<file path="src/hw/rtl/lssi_pkg.sv">
`timescale 1ns / 1ps

package lssi_pkg;

	// Field widths of the stream payloads
	localparam int POS_W   = 10;
	localparam int REQ_W   = 8;
	localparam int IDX_W   = 3;
	localparam int LVL_W   = 7;
	localparam int RAD_W   = 9;
	localparam int START_W = 10;
	localparam int END_W   = 11;

	// Packed bus widths, padded to whole bytes
	localparam int S_DATA_W = 24;
	localparam int M_DATA_W = 16;

	// Register port
	localparam int APB_ADDR_W = 3;
	localparam int APB_DATA_W = 32;
	localparam int REG_IDX_W  = 1;

	typedef logic [REG_IDX_W-1:0] reg_idx_t;

	localparam reg_idx_t REG_SPOT_RADIUS = 1'd0;

	localparam logic [RAD_W-1:0] RADIUS_RESET = 9'd80;
	localparam logic [LVL_W-1:0] LEVEL_MAX    = 7'd100;

endpackage

</file>
<file path="src/hw/rtl/led_strip_spot_intensity_unit.sv">
`timescale 1ns / 1ps

// Spot intensity distributor for a strip of LED_COUNT LEDs.
// Slave stream: one transaction per spot request (position, brightness).
// Master stream: LED_COUNT transactions per request, LED 0 first, tlast on
// the final LED. Each carries the LED index and its brightness percent.
// The APB port holds one register, the spot radius (byte address 0).
// A taken request is registered into the sequencer, and each LED then
// passes the pipeline stages below to the output; while the receiver does
// not stall, the block issues one result per cycle. The next request is
// taken in the cycle the last LED of the current one leaves the
// sequencer, so requests run back to back with no gap on the output.
// Datapath: a sequencer walks the LEDs of the held spot, then three stages:
// window compare and overlap, overlap times level, divide by LED_SPAN via
// a reciprocal multiply.
// Reset clears the sequencer and pipeline valids; the radius returns to 80.
// When the receiver stalls, the whole pipeline holds; the sequencer then
// keeps its spot and no new request is taken until its LEDs drain.
module led_strip_spot_intensity_unit #(
	parameter int LED_COUNT  = 5,
	parameter int TOTAL_SPAN = 800,
	parameter int LED_SPAN   = 160
) (
	input  logic                                 clk,
	input  logic                                 arst_n,

	// [9:0] spot_position, [17:10] requested_level
	input  logic                                 s_axis_tvalid,
	output logic                                 s_axis_tready,
	input  logic [lssi_pkg::S_DATA_W-1:0]        s_axis_tdata,

	// [2:0] led_index, [9:3] led_level; last_led on tlast
	output logic                                 m_axis_tvalid,
	input  logic                                 m_axis_tready,
	output logic [lssi_pkg::M_DATA_W-1:0]        m_axis_tdata,
	output logic                                 m_axis_tlast,

	input  logic                                 psel,
	input  logic                                 penable,
	input  logic                                 pwrite,
	input  logic [lssi_pkg::APB_ADDR_W-1:0]      paddr,
	input  logic [lssi_pkg::APB_DATA_W-1:0]      pwdata,
	output logic [lssi_pkg::APB_DATA_W-1:0]      prdata,
	output logic                                 pready
);

	localparam int WIN_W   = 13;
	localparam int OV_W    = 10;
	localparam int NUM_W   = 17;
	localparam int SHIFT   = 27;
	localparam int RECIP_W = 27;
	localparam int PROD_W  = NUM_W + RECIP_W;
	localparam logic [RECIP_W-1:0] RECIP = RECIP_W'((2**SHIFT + LED_SPAN - 1) / LED_SPAN);
	localparam logic [lssi_pkg::IDX_W-1:0] LAST_IDX = lssi_pkg::IDX_W'(LED_COUNT - 1);
	localparam logic [WIN_W-1:0] SPAN_W = WIN_W'(LED_SPAN);

	// ---------------- register port ----------------
	logic [lssi_pkg::RAD_W-1:0] radius_q;
	lssi_pkg::reg_idx_t         cfg_idx;
	logic                       cfg_wr;

	assign pready  = 1'b1;
	assign cfg_idx = paddr[lssi_pkg::APB_ADDR_W-1:2];
	assign cfg_wr  = psel && penable && pwrite && pready;

	always_ff @(posedge clk or negedge arst_n) begin
		if (!arst_n) begin
			radius_q <= lssi_pkg::RADIUS_RESET;
		end else if (cfg_wr && cfg_idx == lssi_pkg::REG_SPOT_RADIUS) begin
			radius_q <= pwdata[lssi_pkg::RAD_W-1:0];
		end
	end

	always_comb begin
		prdata = '0;
		if (cfg_idx == lssi_pkg::REG_SPOT_RADIUS) begin
			prdata = lssi_pkg::APB_DATA_W'(radius_q);
		end
	end

	// ---------------- request decode: clamp and lit interval ----------------
	logic [lssi_pkg::POS_W-1:0]   in_pos;
	logic [lssi_pkg::REQ_W-1:0]   in_lvl;
	logic [lssi_pkg::POS_W-1:0]   upper;
	logic [lssi_pkg::POS_W-1:0]   pos_c;
	logic [lssi_pkg::POS_W-1:0]   rad_ext;
	logic [lssi_pkg::START_W-1:0] start_d;
	logic [lssi_pkg::END_W-1:0]   end_d;
	logic [lssi_pkg::LVL_W-1:0]   lvl_d;

	assign in_pos  = s_axis_tdata[lssi_pkg::POS_W-1:0];
	assign in_lvl  = s_axis_tdata[lssi_pkg::POS_W +: lssi_pkg::REQ_W];
	assign rad_ext = lssi_pkg::POS_W'(radius_q);

	always_comb begin
		// upper bound saturates at zero when the radius exceeds the span
		upper = (lssi_pkg::POS_W'(TOTAL_SPAN) >= rad_ext)
			? lssi_pkg::POS_W'(TOTAL_SPAN) - rad_ext : '0;
		if (in_pos < rad_ext) begin
			pos_c = rad_ext;
		end else if (in_pos > upper) begin
			pos_c = upper;
		end else begin
			pos_c = in_pos;
		end
		start_d = (pos_c >= rad_ext) ? pos_c - rad_ext : '0;
		end_d   = lssi_pkg::END_W'(pos_c) + lssi_pkg::END_W'(radius_q);
		lvl_d   = (in_lvl > lssi_pkg::REQ_W'(lssi_pkg::LEVEL_MAX))
			? lssi_pkg::LEVEL_MAX : in_lvl[lssi_pkg::LVL_W-1:0];
	end

	// ---------------- LED sequencer ----------------
	logic [lssi_pkg::START_W-1:0] lit_start_q;
	logic [lssi_pkg::END_W-1:0]   lit_end_q;
	logic [lssi_pkg::LVL_W-1:0]   held_level_q;
	logic [lssi_pkg::IDX_W-1:0]   led_cnt_q;
	logic                         active_q;
	logic                         vld_s1, vld_s2, vld_s3;
	logic                         adv;
	logic                         emit;
	logic                         cnt_last;
	logic                         take;

	assign adv      = !vld_s3 || m_axis_tready;
	assign emit     = active_q && adv;
	assign cnt_last = (led_cnt_q == LAST_IDX);
	assign s_axis_tready = !active_q || (adv && cnt_last);
	assign take     = s_axis_tvalid && s_axis_tready;

	always_ff @(posedge clk or negedge arst_n) begin
		if (!arst_n) begin
			active_q  <= 1'b0;
			led_cnt_q <= '0;
		end else begin
			if (emit) begin
				led_cnt_q <= cnt_last ? '0 : led_cnt_q + 1'b1;
			end
			if (take) begin
				active_q <= 1'b1;
			end else if (emit && cnt_last) begin
				active_q <= 1'b0;
			end
		end
	end

	always_ff @(posedge clk) begin
		if (take) begin
			lit_start_q  <= start_d;
			lit_end_q    <= end_d;
			held_level_q <= lvl_d;
		end
	end

	// ---------------- stage 1: window compare and one-sided overlap ----------------
	logic [WIN_W-1:0] w_lo, w_hi, ls_ext, le_ext, ov_full;
	logic             no_touch, enclosed;

	always_comb begin
		w_lo     = WIN_W'(led_cnt_q) * SPAN_W;
		w_hi     = w_lo + SPAN_W;
		ls_ext   = WIN_W'(lit_start_q);
		le_ext   = WIN_W'(lit_end_q);
		no_touch = (ls_ext >= w_hi) || (le_ext <= w_lo);
		enclosed = (ls_ext < w_lo) && (le_ext > w_hi);
		if (no_touch) begin
			ov_full = '0;
		end else if (ls_ext >= w_lo) begin
			ov_full = w_hi - ls_ext;
		end else begin
			ov_full = le_ext - w_lo;
		end
	end

	logic [OV_W-1:0]            ov_s1;
	logic [lssi_pkg::LVL_W-1:0] lvl_s1, lvl_s2, lvl_s3;
	logic [lssi_pkg::IDX_W-1:0] idx_s1, idx_s2, idx_s3;
	logic                       full_s1, full_s2;
	logic                       last_s1, last_s2, last_s3;
	logic [NUM_W-1:0]           num_s2;
	logic [PROD_W-1:0]          prod;
	logic [NUM_W-1:0]           quot;

	// valid chain, held as a whole while the receiver stalls
	always_ff @(posedge clk or negedge arst_n) begin
		if (!arst_n) begin
			vld_s1 <= 1'b0;
			vld_s2 <= 1'b0;
			vld_s3 <= 1'b0;
		end else if (adv) begin
			vld_s1 <= emit;
			vld_s2 <= vld_s1;
			vld_s3 <= vld_s2;
		end
	end

	// outside the enclosed case overlap never exceeds LED_SPAN, so it fits the 10-bit field
	always_ff @(posedge clk) begin
		if (adv) begin
			ov_s1   <= ov_full[OV_W-1:0];
			full_s1 <= enclosed;
			lvl_s1  <= held_level_q;
			idx_s1  <= led_cnt_q;
			last_s1 <= cnt_last;
		end
	end

	// ---------------- stage 2: rounded-up numerator ----------------
	always_ff @(posedge clk) begin
		if (adv) begin
			num_s2  <= NUM_W'(ov_s1) * NUM_W'(lvl_s1) + NUM_W'(LED_SPAN - 1);
			full_s2 <= full_s1;
			lvl_s2  <= lvl_s1;
			idx_s2  <= idx_s1;
			last_s2 <= last_s1;
		end
	end

	// ---------------- stage 3: divide by LED_SPAN ----------------
	// numerator < 2^17 and reciprocal error < 2^10 keep the floor exact
	assign prod = PROD_W'(num_s2) * PROD_W'(RECIP);
	assign quot = prod[PROD_W-1:SHIFT];

	always_ff @(posedge clk) begin
		if (adv) begin
			if (full_s2) begin
				lvl_s3 <= lvl_s2;
			end else if (quot > NUM_W'(lssi_pkg::LEVEL_MAX)) begin
				lvl_s3 <= lssi_pkg::LEVEL_MAX;
			end else begin
				lvl_s3 <= quot[lssi_pkg::LVL_W-1:0];
			end
			idx_s3  <= idx_s2;
			last_s3 <= last_s2;
		end
	end

	assign m_axis_tvalid = vld_s3;
	assign m_axis_tlast  = last_s3;
	assign m_axis_tdata  = lssi_pkg::M_DATA_W'({lvl_s3, idx_s3});

endmodule

</file>
<file path="config.mk">
export PLATFORM = sky130hd
export DESIGN_NAME = led_strip_spot_intensity_unit
export DESIGN_NICKNAME = d
export VERILOG_FILES = /design/src/hw/rtl/lssi_pkg.sv /design/src/hw/rtl/led_strip_spot_intensity_unit.sv
export SDC_FILE = /design/constraint.sdc
export NUM_CORES = 1
export LEC_CHECK = 0
export BUFFER_PORTS_ARGS = -buffer_cell sky130_fd_sc_hd__buf_2
export CAP_MARGIN = 20
export CORE_ASPECT_RATIO = 1.75
export CORE_MARGIN = 2
export CORE_UTILIZATION = 40
export DETAILED_ROUTE_END_ITERATION = 6
export RECOVER_POWER = 50
export SLEW_MARGIN = 30
export SYNTH_ARGS = -nofsm -noshare
export SYNTH_HDL_FRONTEND = slang
export SYNTH_SLANG_ARGS = --single-unit
</file>
<file path="constraint.sdc">
create_clock -name clk -period 8.4 [get_ports clk]
set_clock_uncertainty 0.05 [all_clocks]
set_input_delay 1.68 -clock clk [delete_from_list [all_inputs] [get_ports clk]]
set_output_delay 1.68 -clock clk [all_outputs]
set_load 0.02 [all_outputs]
</file>
==> flow_summary.ini, run 1 <==
[setup_path]
worstPathMaxFanout = 5
arrival_ns = 7.00
regToRegStartpoint = num_s2[6]
cp-start-kind = register
worst-endpoint-required_ns = 8.47
critical_path_class = reg2reg
setup.worst_path.start = num_s2[6]
worst_setup_path_end_kind = register

[place]
dpl.hpwl_mm = 25.52
place_area_mm2 = 0.01394
io_buffers = 56
gp_congestion = 0.8657

[floorplanning]
core-area_mm2 = 0.03281
die_y_um = 245.0
chipWidth_um = 141.7
rows = 88
dieArea_mm2 = 0.03473
num_io_pins = 118
start_util = 0.4047

[drt]
viasPerCell = 5.083
drc = 0
first_iter_violations = 283
first_pass_iters = 4
postRouteAntennaNets = 0
wire_per_inst_um = 16.23
via_count = 9145
wl_mm = 29.20

[cts]
cts_buffers = 9
cts_hold_buf = 0
clock-sinks = 106
ctsResizeCount = 0
post_cts_buffers = 0
clockBufferDepth = 2
htree_levels = 3
clock_latency_ns = 0.37
cts_root_buffer = clkbuf_16
cts_tree = yes
clkTransAtPathRegs_ns = 0.08

[final_layout]
drive_above_1_share = 0.07030
finalNetCount = 1818
utilization = 0.4335
finish.instance_area_mm2 = 0.01422
areaGrowthSynthToFinish_pct = 7.113
n_antenna_cell = 0
fillers = 3203

[sta]
hold_viol_final = 0
fmax_mhz = 144.4
finalSetupViolations = 0
worstMarginPinSlew_ns = 3.093
grt_setup_unrepaired = no
setup_tns_ns = 0
min_period_over_period = 0.8244
relSlewSlack = -1.062
maxSlewViolCount = 69
period_minus_slack_ns = 6.925

[worst_hold_path]
hp-start = held_level_q[1]
min-delay-path-class = reg2reg

[status]
violations = capacitance limit, slew limit
status = finished with violations

[run]
drv_cap = 1

[synthesis]
postSynthAreaPerCell_um2 = 9.970
syn-cell-area_mm2 = 0.01328
synth_warnings = 0
synth.distinct_cells = 65
ys.flop_type = edfxtp_1
syn_inst = 1332
yosysTopAreaCell = ha_1
synth_most_common_cell = inv_1
synth_commonest_cells = inv_1 (269), ha_1 (234), fa_1 (129)
synth-async-reset-ratio = 0.1509
synth_top_area_share = 0.2205
ys_seq_area_frac = 0.2338
ys_seq_elements = 106
synthTopCellsByArea = ha_1 (22%), edfxtp_1 (20%), fa_1 (19%)
synth_edf_count = 90

[global_route]
grt_first_pass_wirelength_mm = 46.85
track_usage = 0.1745
antenna_found_initial = 0
grt_pass1_vias = 9868
grt-ovfl-total = 0
grt_max_degree = 69
[logic make-up (layout without fill, tap and decap cells)]
logic type	count (synthesis)	in the layout	share of synthesized area
simple gates	271	271	0.1027
xor+xnor	57	57	0.03759
compound gates	203	203	0.09808
mux	20	20	0.01621
flops	106	106	0.2338
other cells	2	30	0.0005655
fa+ha+maj	363	363	0.4149
buf+inv	310	344	0.09610
[placed cells by master, fill, tap and decap left out, types with 9 or more instances in the layout]
master and count:
inv_1 269, ha_1 234, fa_1 129, edfxtp_1 90, nand2_1 74, a21oi_1 72
nor2_1 59, buf_2 48, xnor2_1 43, and2_1 38, o21ai_0 35, conb_1 30
nor3_1 18, a21o_1 16, nand3_1 15, o21bai_1 15, xor2_1 14, nand2b_1 14
dfrtp_1 14, nor2b_1 12, mux2_2 12, a31oi_1 10, clkbuf_16 9
[state kept, by name, summed over array words and instances, names as in the netlist, 7 cells and up]
signal,cells
num_s2,17
lit_end_q,11
lit_start_q,10
ov_s1,10
radius_q,9
held_level_q,7
lvl_s1,7
lvl_s2,7
lvl_s3,7
[cell type report]
class	count	area [µm²]	share of cell area
timing repair buffer	59	292.8	0.02058
clock inverter	6	67.56	0.004750
tap	405	506.7	0.03562
sequential	106	3105	0.2183
clock buffer	10	239.0	0.01680
multi-input combinational	944	9004	0.6329
inverter	269	1010	0.07098
[stage by stage]
step	hold slack (ns)	cells	worst slack, ns
floorplan	0.3503	1360	2.284
global placement	0.3511	1783	1.662
detailed placement	0.3545	1783	1.528
CTS	0.3734	1799	1.514
global route	0.3795	1799	1.132
finish	0.3686	1799	1.475
[path summary, 6_finish.rpt]
path                                     to  slack [ns]  depth (start not counted)
worst min-delay path              lvl_s1[1]        0.37                          0
min in group asynchronous       radius_q[8]        1.43                          1
max in group asynchronous       radius_q[0]        6.24                          1
worst min register to register    lvl_s1[1]        0.37                          0
worst max register to register    lvl_s3[2]        1.47                         20
worst max-delay path              lvl_s3[2]        1.47                         20
[worst max-delay path, cell delays in order (launching register included)]
cell	delay, ns
edfxtp_1	0.47
inv_1	0.07
ha_1	0.33
fa_1	0.60
fa_1	0.58
inv_1	0.05
fa_1	0.48
inv_1	0.06
fa_1	0.51
fa_1	0.51
inv_1	0.04
ha_1	0.34
and4_1	0.27
a221oi_2	0.54
nand3_1	0.16
a211oi_2	0.46
nand4_1	0.18
o311a_1	0.17
or4_4	0.53
nor2_1	0.17
a21oi_1	0.09
[metal layers]
metal	wire length [µm]	track usage	up-vias
met5	0	0	-
met3	510	0.01658	70
li1	-	-	4486
met2	17640	0.3745	149
met4	1809	0.1074	0
met1	9231	0.1441	4440
Power of run 1 is not shown: default switching activity piles up to over one toggle a cycle in this logic, so the estimate is an artifact.
==> run 2: changes to the inputs <==
- ABC_AREA: unset -> 1
- clock period: 8.4 -> 5.85 ns (I/O delays scaled with it)
==> run 2 against run 1 <==
The flow still finishes with violations (capacitance limit, slew limit). Global-route usage increased by 2.2 points. First-iteration DRC count increased by 17%. Cell count increased by 30%. Utilization increased by 2.7 points. Register-to-register slack got worse by 1.3 ns. Highest routed layer unchanged.
==> flow_summary.ini, run 2 <==
[cts]
cts_hold_buf = 0
clkTransAtPathRegs_ns = 0.08
cts_root_buffer = clkbuf_16
cts_buffers = 9
htree_levels = 3
clock-sinks = 106
clock_latency_ns = 0.38
cts_tree = yes
clockBufferDepth = 2

[floorplanning]
rows = 91
start_util = 0.4060
chipWidth_um = 147.1
dieArea_mm2 = 0.03742
num_io_pins = 118
die_y_um = 254.4
core-area_mm2 = 0.03530

[final_layout]
register_area_mm2 = 0.003105
n_antenna_cell = 0
multiInputGateArea_mm2 = 0.009932
drive_above_1_share = 0.1327
top_register = num_s2
top_regs = num_s2: 17 flops, lit_end_q: 11 flops
layout_commonest_cell = inv_1
largest_reg_flops = 17
fillers = 3464
layout_common_cells = inv_1 (399), nand2_1 (343), ha_1 (217)
areaGrowthSynthToFinish_pct = 13.45
finalNetCount = 2293

[setup_path]
arrival_ns = 5.73
worst-endpoint-required_ns = 5.94
worstPathMaxFanout = 7
worst_setup_path_end_kind = register
critical_path_class = reg2reg
cp-start-kind = register

[drt]
viasPerCell = 4.840
via_count = 11296
wire_per_inst_um = 15.40
drc = 0
first_pass_iters = 5
postRouteAntennaNets = 0
wl_mm = 35.94
first_iter_violations = 331

[synthesis]
ys.flop_type = edfxtp_1
synth.distinct_cells = 49
synth_edf_count = 90
synthTopCellsByArea = ha_1 (20%), edfxtp_1 (19%), fa_1 (18%)
synth_warnings = 0
yosysTopAreaCell = ha_1
synth_commonest_cells = inv_1 (411), nand2_1 (366), ha_1 (234)
synth-async-reset-ratio = 0.1509
postSynthAreaPerCell_um2 = 8.208
ys_seq_elements = 106
ys_seq_area_frac = 0.2167
syn-cell-area_mm2 = 0.01433
syn_inst = 1746
synth_most_common_cell = inv_1
synth_top_area_share = 0.2043

[global_route]
track_usage = 0.1968
grt_max_degree = 66
grt_first_pass_wirelength_mm = 57.45
grt-ovfl-total = 0
grt_pass1_vias = 12081
antenna_found_initial = 0

[run]
drv_cap = 2

[sta]
period_minus_slack_ns = 5.632
fmax_mhz = 177.5
setup_tns_ns = 0
min_period_over_period = 0.9628
relSlewSlack = -1.386
hold_viol_final = 0
worstMarginPinSlew_ns = 3.579
finalSetupViolations = 0
maxSlewViolCount = 95

[place]
dpl.hpwl_mm = 30.94
io_buffers = 56
gp_congestion = 0.9226

[status]
violations = capacitance limit, slew limit
status = finished with violations

[worst_hold_path]
min-delay-path-class = reg2reg
[run 2: layer usage]
layer | vias up | GRT usage | part of all wire
met3 | 110 | 0.01646 | 0.019
met5 | - | 0 | 0
met4 | 0 | 0.1203 | 0.070
met2 | 211 | 0.4268 | 0.60
met1 | 5337 | 0.1639 | 0.31
li1 | 5638 | - | -
[run 2: area by class of cell]
type,instances,area share
inverter,415,0.09581
clock inverter,7,0.004617
sequential,106,0.1910
tap,465,0.03578
multi-input combinational,1208,0.6109
clock buffer,9,0.01385
timing repair buffer,124,0.04810
[run 2: path summary, 6_finish.rpt]
check	start	endpoint	slack, ns	cells past startpoint
min in group asynchronous	arst_n	radius_q[5]	0.92	1
setup reg to reg	num_s2[6]	lvl_s3[5]	0.22	25
hold reg to reg	held_level_q[1]	lvl_s1[1]	0.37	0
setup / recovery	num_s2[6]	lvl_s3[5]	0.22	25
hold / removal	held_level_q[1]	lvl_s1[1]	0.37	0
max in group asynchronous	arst_n	radius_q[8]	4.18	1
[run 2: repair_timing]
action / in CTS / in global routing
buffers inserted: 0 / 11
hold endpoints to repair: 0 / 0
resized for setup: 5 / 101
endpoints found under the setup margin: 7 / 17
pin swaps: 0 / 46
[run 2: logic make-up (layout without fill, tap and decap cells)]
logic type,count (synthesis),after routing,synth area share
xor+xnor,45,45,0.02750
fa+ha+maj,363,363,0.3845
compound gates,183,183,0.07168
other cells,2,30,0.0005240
simple gates,587,587,0.1705
flops,106,106,0.2167
buf+inv,460,555,0.1286
[run 2: critical path, cell delays in order (launching register included)]
cell and delay [ns]:
edfxtp_1 0.44, inv_1 0.13, ha_4 0.22, fa_2 0.64, fa_2 0.48, fa_1 0.58
fa_1 0.46, fa_1 0.54, inv_1 0.06, ha_4 0.26, a21oi_4 0.16, buf_4 0.13
o21bai_1 0.08, nand2_1 0.07, nand2_1 0.10, a21oi_2 0.19, buf_4 0.15, nand3_1 0.08
nand2_2 0.09, nand2_1 0.05, nor2_1 0.09, nand2_1 0.09, nand2_4 0.12, nand3_2 0.07
nand2_1 0.06, inv_1 0.03
[run 2: stage by stage]
stage	hold slack (ns)	instance area, µm²	std cells	util	worst slack [ns]
final	0.3698	16260	2334	0.4607	0.2175
after global routing	0.3840	16260	2334	0.4607	-0.01959
after CTS	0.3702	15770	2323	0.4468	0.008808
after detailed placement	0.3556	15460	2307	0.4379	-0.07605
after global placement	0.3514	15460	2307	0.4379	-0.02336
after floorplan	0.3503	14440	1774	-	0.4981
Power of run 2 is left out for the same reason.
==> run 3: changes to the inputs <==
- CORE_UTILIZATION: 40 -> 45
- CTS_CLUSTER_DIAMETER: unset -> 60
- PLACE_DENSITY: unset -> 0.65
==> run 3 against run 2 <==
The run still ends with capacitance limit, slew limit left. Die area shrank 11%. Worst hold slack gained 0.0040 ns. Cell count shrank 3.2%. Via count grew 1.2%. Global-route usage grew 2.1 points. Critical path type unchanged. Non-clock buffer count shrank 6. Worst setup slack lost 0.076 ns. Routed wire length shrank 0.55%. Sequential cell count is the same. Critical endpoint is now lvl_s3[4]. First-iteration DRC count grew 22%. Cell area shrank 0.31%. Largest cell class unchanged.
==> flow_summary.ini, run 3 (synthesis results as in run 2) <==
[final_layout]
top_regs = num_s2: 17 flops, lit_end_q: 11 flops
largest_reg_flops = 17
n_antenna_cell = 0
top_register = num_s2
layout_commonest_cell = inv_1
drive_above_1_share = 0.1385
areaGrowthSynthToFinish_pct = 13.10
finalNetCount = 2287
layout_common_cells = inv_1 (399), nand2_1 (332), ha_1 (217)

[global_route]
grt_first_pass_wirelength_mm = 56.69
track_usage = 0.2178
grt_pass1_vias = 12104
antenna_found_initial = 0
grt_max_degree = 66
grt-ovfl-total = 0

[place]
io_buffers = 56
gp_congestion = 0.9661
dpl.hpwl_mm = 30.81

[drt]
first_iter_violations = 404
viasPerCell = 5.058
postRouteAntennaNets = 0
wl_mm = 35.74
via_count = 11426
drc = 0
wire_per_inst_um = 15.82
first_pass_iters = 5

[cts]
clockBufferDepth = 2
htree_levels = 3
clkTransAtPathRegs_ns = 0.08
cts_hold_buf = 0
clock_latency_ns = 0.37
cts_buffers = 9
cts_tree = yes
cts_root_buffer = clkbuf_16
clock-sinks = 106

[sta]
grt_setup_unrepaired = yes
hold_viol_final = 0
relSlewSlack = -1.372
min_period_over_period = 0.9757
finalSetupViolations = 0
hold_ws_ns = 0.3738
maxSlewViolCount = 95
worstMarginPinSlew_ns = 3.557
fmax_mhz = 175.2
period_minus_slack_ns = 5.708

[worst_hold_path]
min-delay-path-class = reg2reg
hp-start = idx_s2[1]
whs_endpoint = idx_s3[1]
worstHoldPathCells = 0

[floorplanning]
core-area_mm2 = 0.03142
rows = 86
dieArea_mm2 = 0.03335
start_util = 0.4561
die_y_um = 240.1
chipWidth_um = 138.9
num_io_pins = 118

[setup_path]
r2r-end = lvl_s3[4]
r2r_slack_ns = 0.14
cp-start-kind = register
worst-endpoint-required_ns = 5.93
rr_worst_depth = 27
critical_path_class = reg2reg
regToRegStartpoint = num_s2[6]
worstPathMaxFanout = 6
arrival_ns = 5.79
worst_setup_path_end_kind = register

[status]
status = finished with violations
violations = capacitance limit, slew limit

[run]
drv_cap = 2
## run 3: cell type report
cell class                      count  area, µm²
Fill cell                        2972      15210
Multi-Input combinational cell   1208      10010
Sequential cell                   106       3105
Inverter                          415       1558
Timing Repair Buffer              118      729.5
Tap cell                          396      495.5
Clock buffer                        9      225.2
Clock inverter                      7      83.83
## run 3: repair_timing
item	in CTS	in global routing
setup buffers	0	10
endpoints found under the setup margin	3	11
gates resized for setup	5	122
pin swaps	0	44
## run 3: worst max-delay path by stage
stage / startpoint / end / slack [ns] / depth (start not counted)
finish: num_s2[6] / lvl_s3[4] / 0.14 / 27
global route: num_s2[12] / lvl_s3[4] / -0.08 / 27
CTS: num_s2[15] / lvl_s3[5] / 0.009 / 29
detailed placement: num_s2[9] / lvl_s3[5] / -0.11 / 30
global placement: num_s2[9] / lvl_s3[5] / -0.04 / 30
floorplan: num_s2[2] / lvl_s3[2] / 0.50 / 23
## run 3: stage by stage
step                  util  setup WS (ns)  area [µm²]  setup TNS [ns]  std cells
floorplan                -         0.4981       14440               0       1774
global placement    0.4876       -0.03510       15320        -0.07081       2233
detailed placement  0.4876        -0.1071       15320         -0.2683       2233
CTS                 0.4979       0.009079       15650               0       2249
global route        0.5159       -0.07744       16210         -0.2361       2259
finish              0.5159         0.1419       16210               0       2259
## run 3: layer usage
layer	GRT usage	share of wire	vias to the layer above
met5	0	0	-
met4	0.1589	0.087	0
met3	0.02111	0.023	142
met2	0.4720	0.59	266
met1	0.1694	0.30	5379
li1	-	-	5639
## run 3: critical path, stage by stage, from the launching register on
cell	delay (ns)
edfxtp_1	0.45
inv_2	0.10
ha_4	0.21
fa_2	0.65
fa_2	0.47
buf_4	0.16
fa_1	0.54
fa_1	0.44
fa_1	0.51
inv_1	0.07
ha_4	0.26
a21oi_2	0.14
buf_4	0.13
o21bai_2	0.07
nand2_1	0.08
nand2_2	0.07
a21oi_2	0.19
buf_4	0.14
nand2_1	0.06
nand2_1	0.06
nand2_1	0.05
nor2_1	0.07
nand2_1	0.05
nand2_1	0.07
nand2_2	0.10
buf_4	0.15
nand3_1	0.08
nand2_1	0.05
Power of run 3 is left out for the same reason.
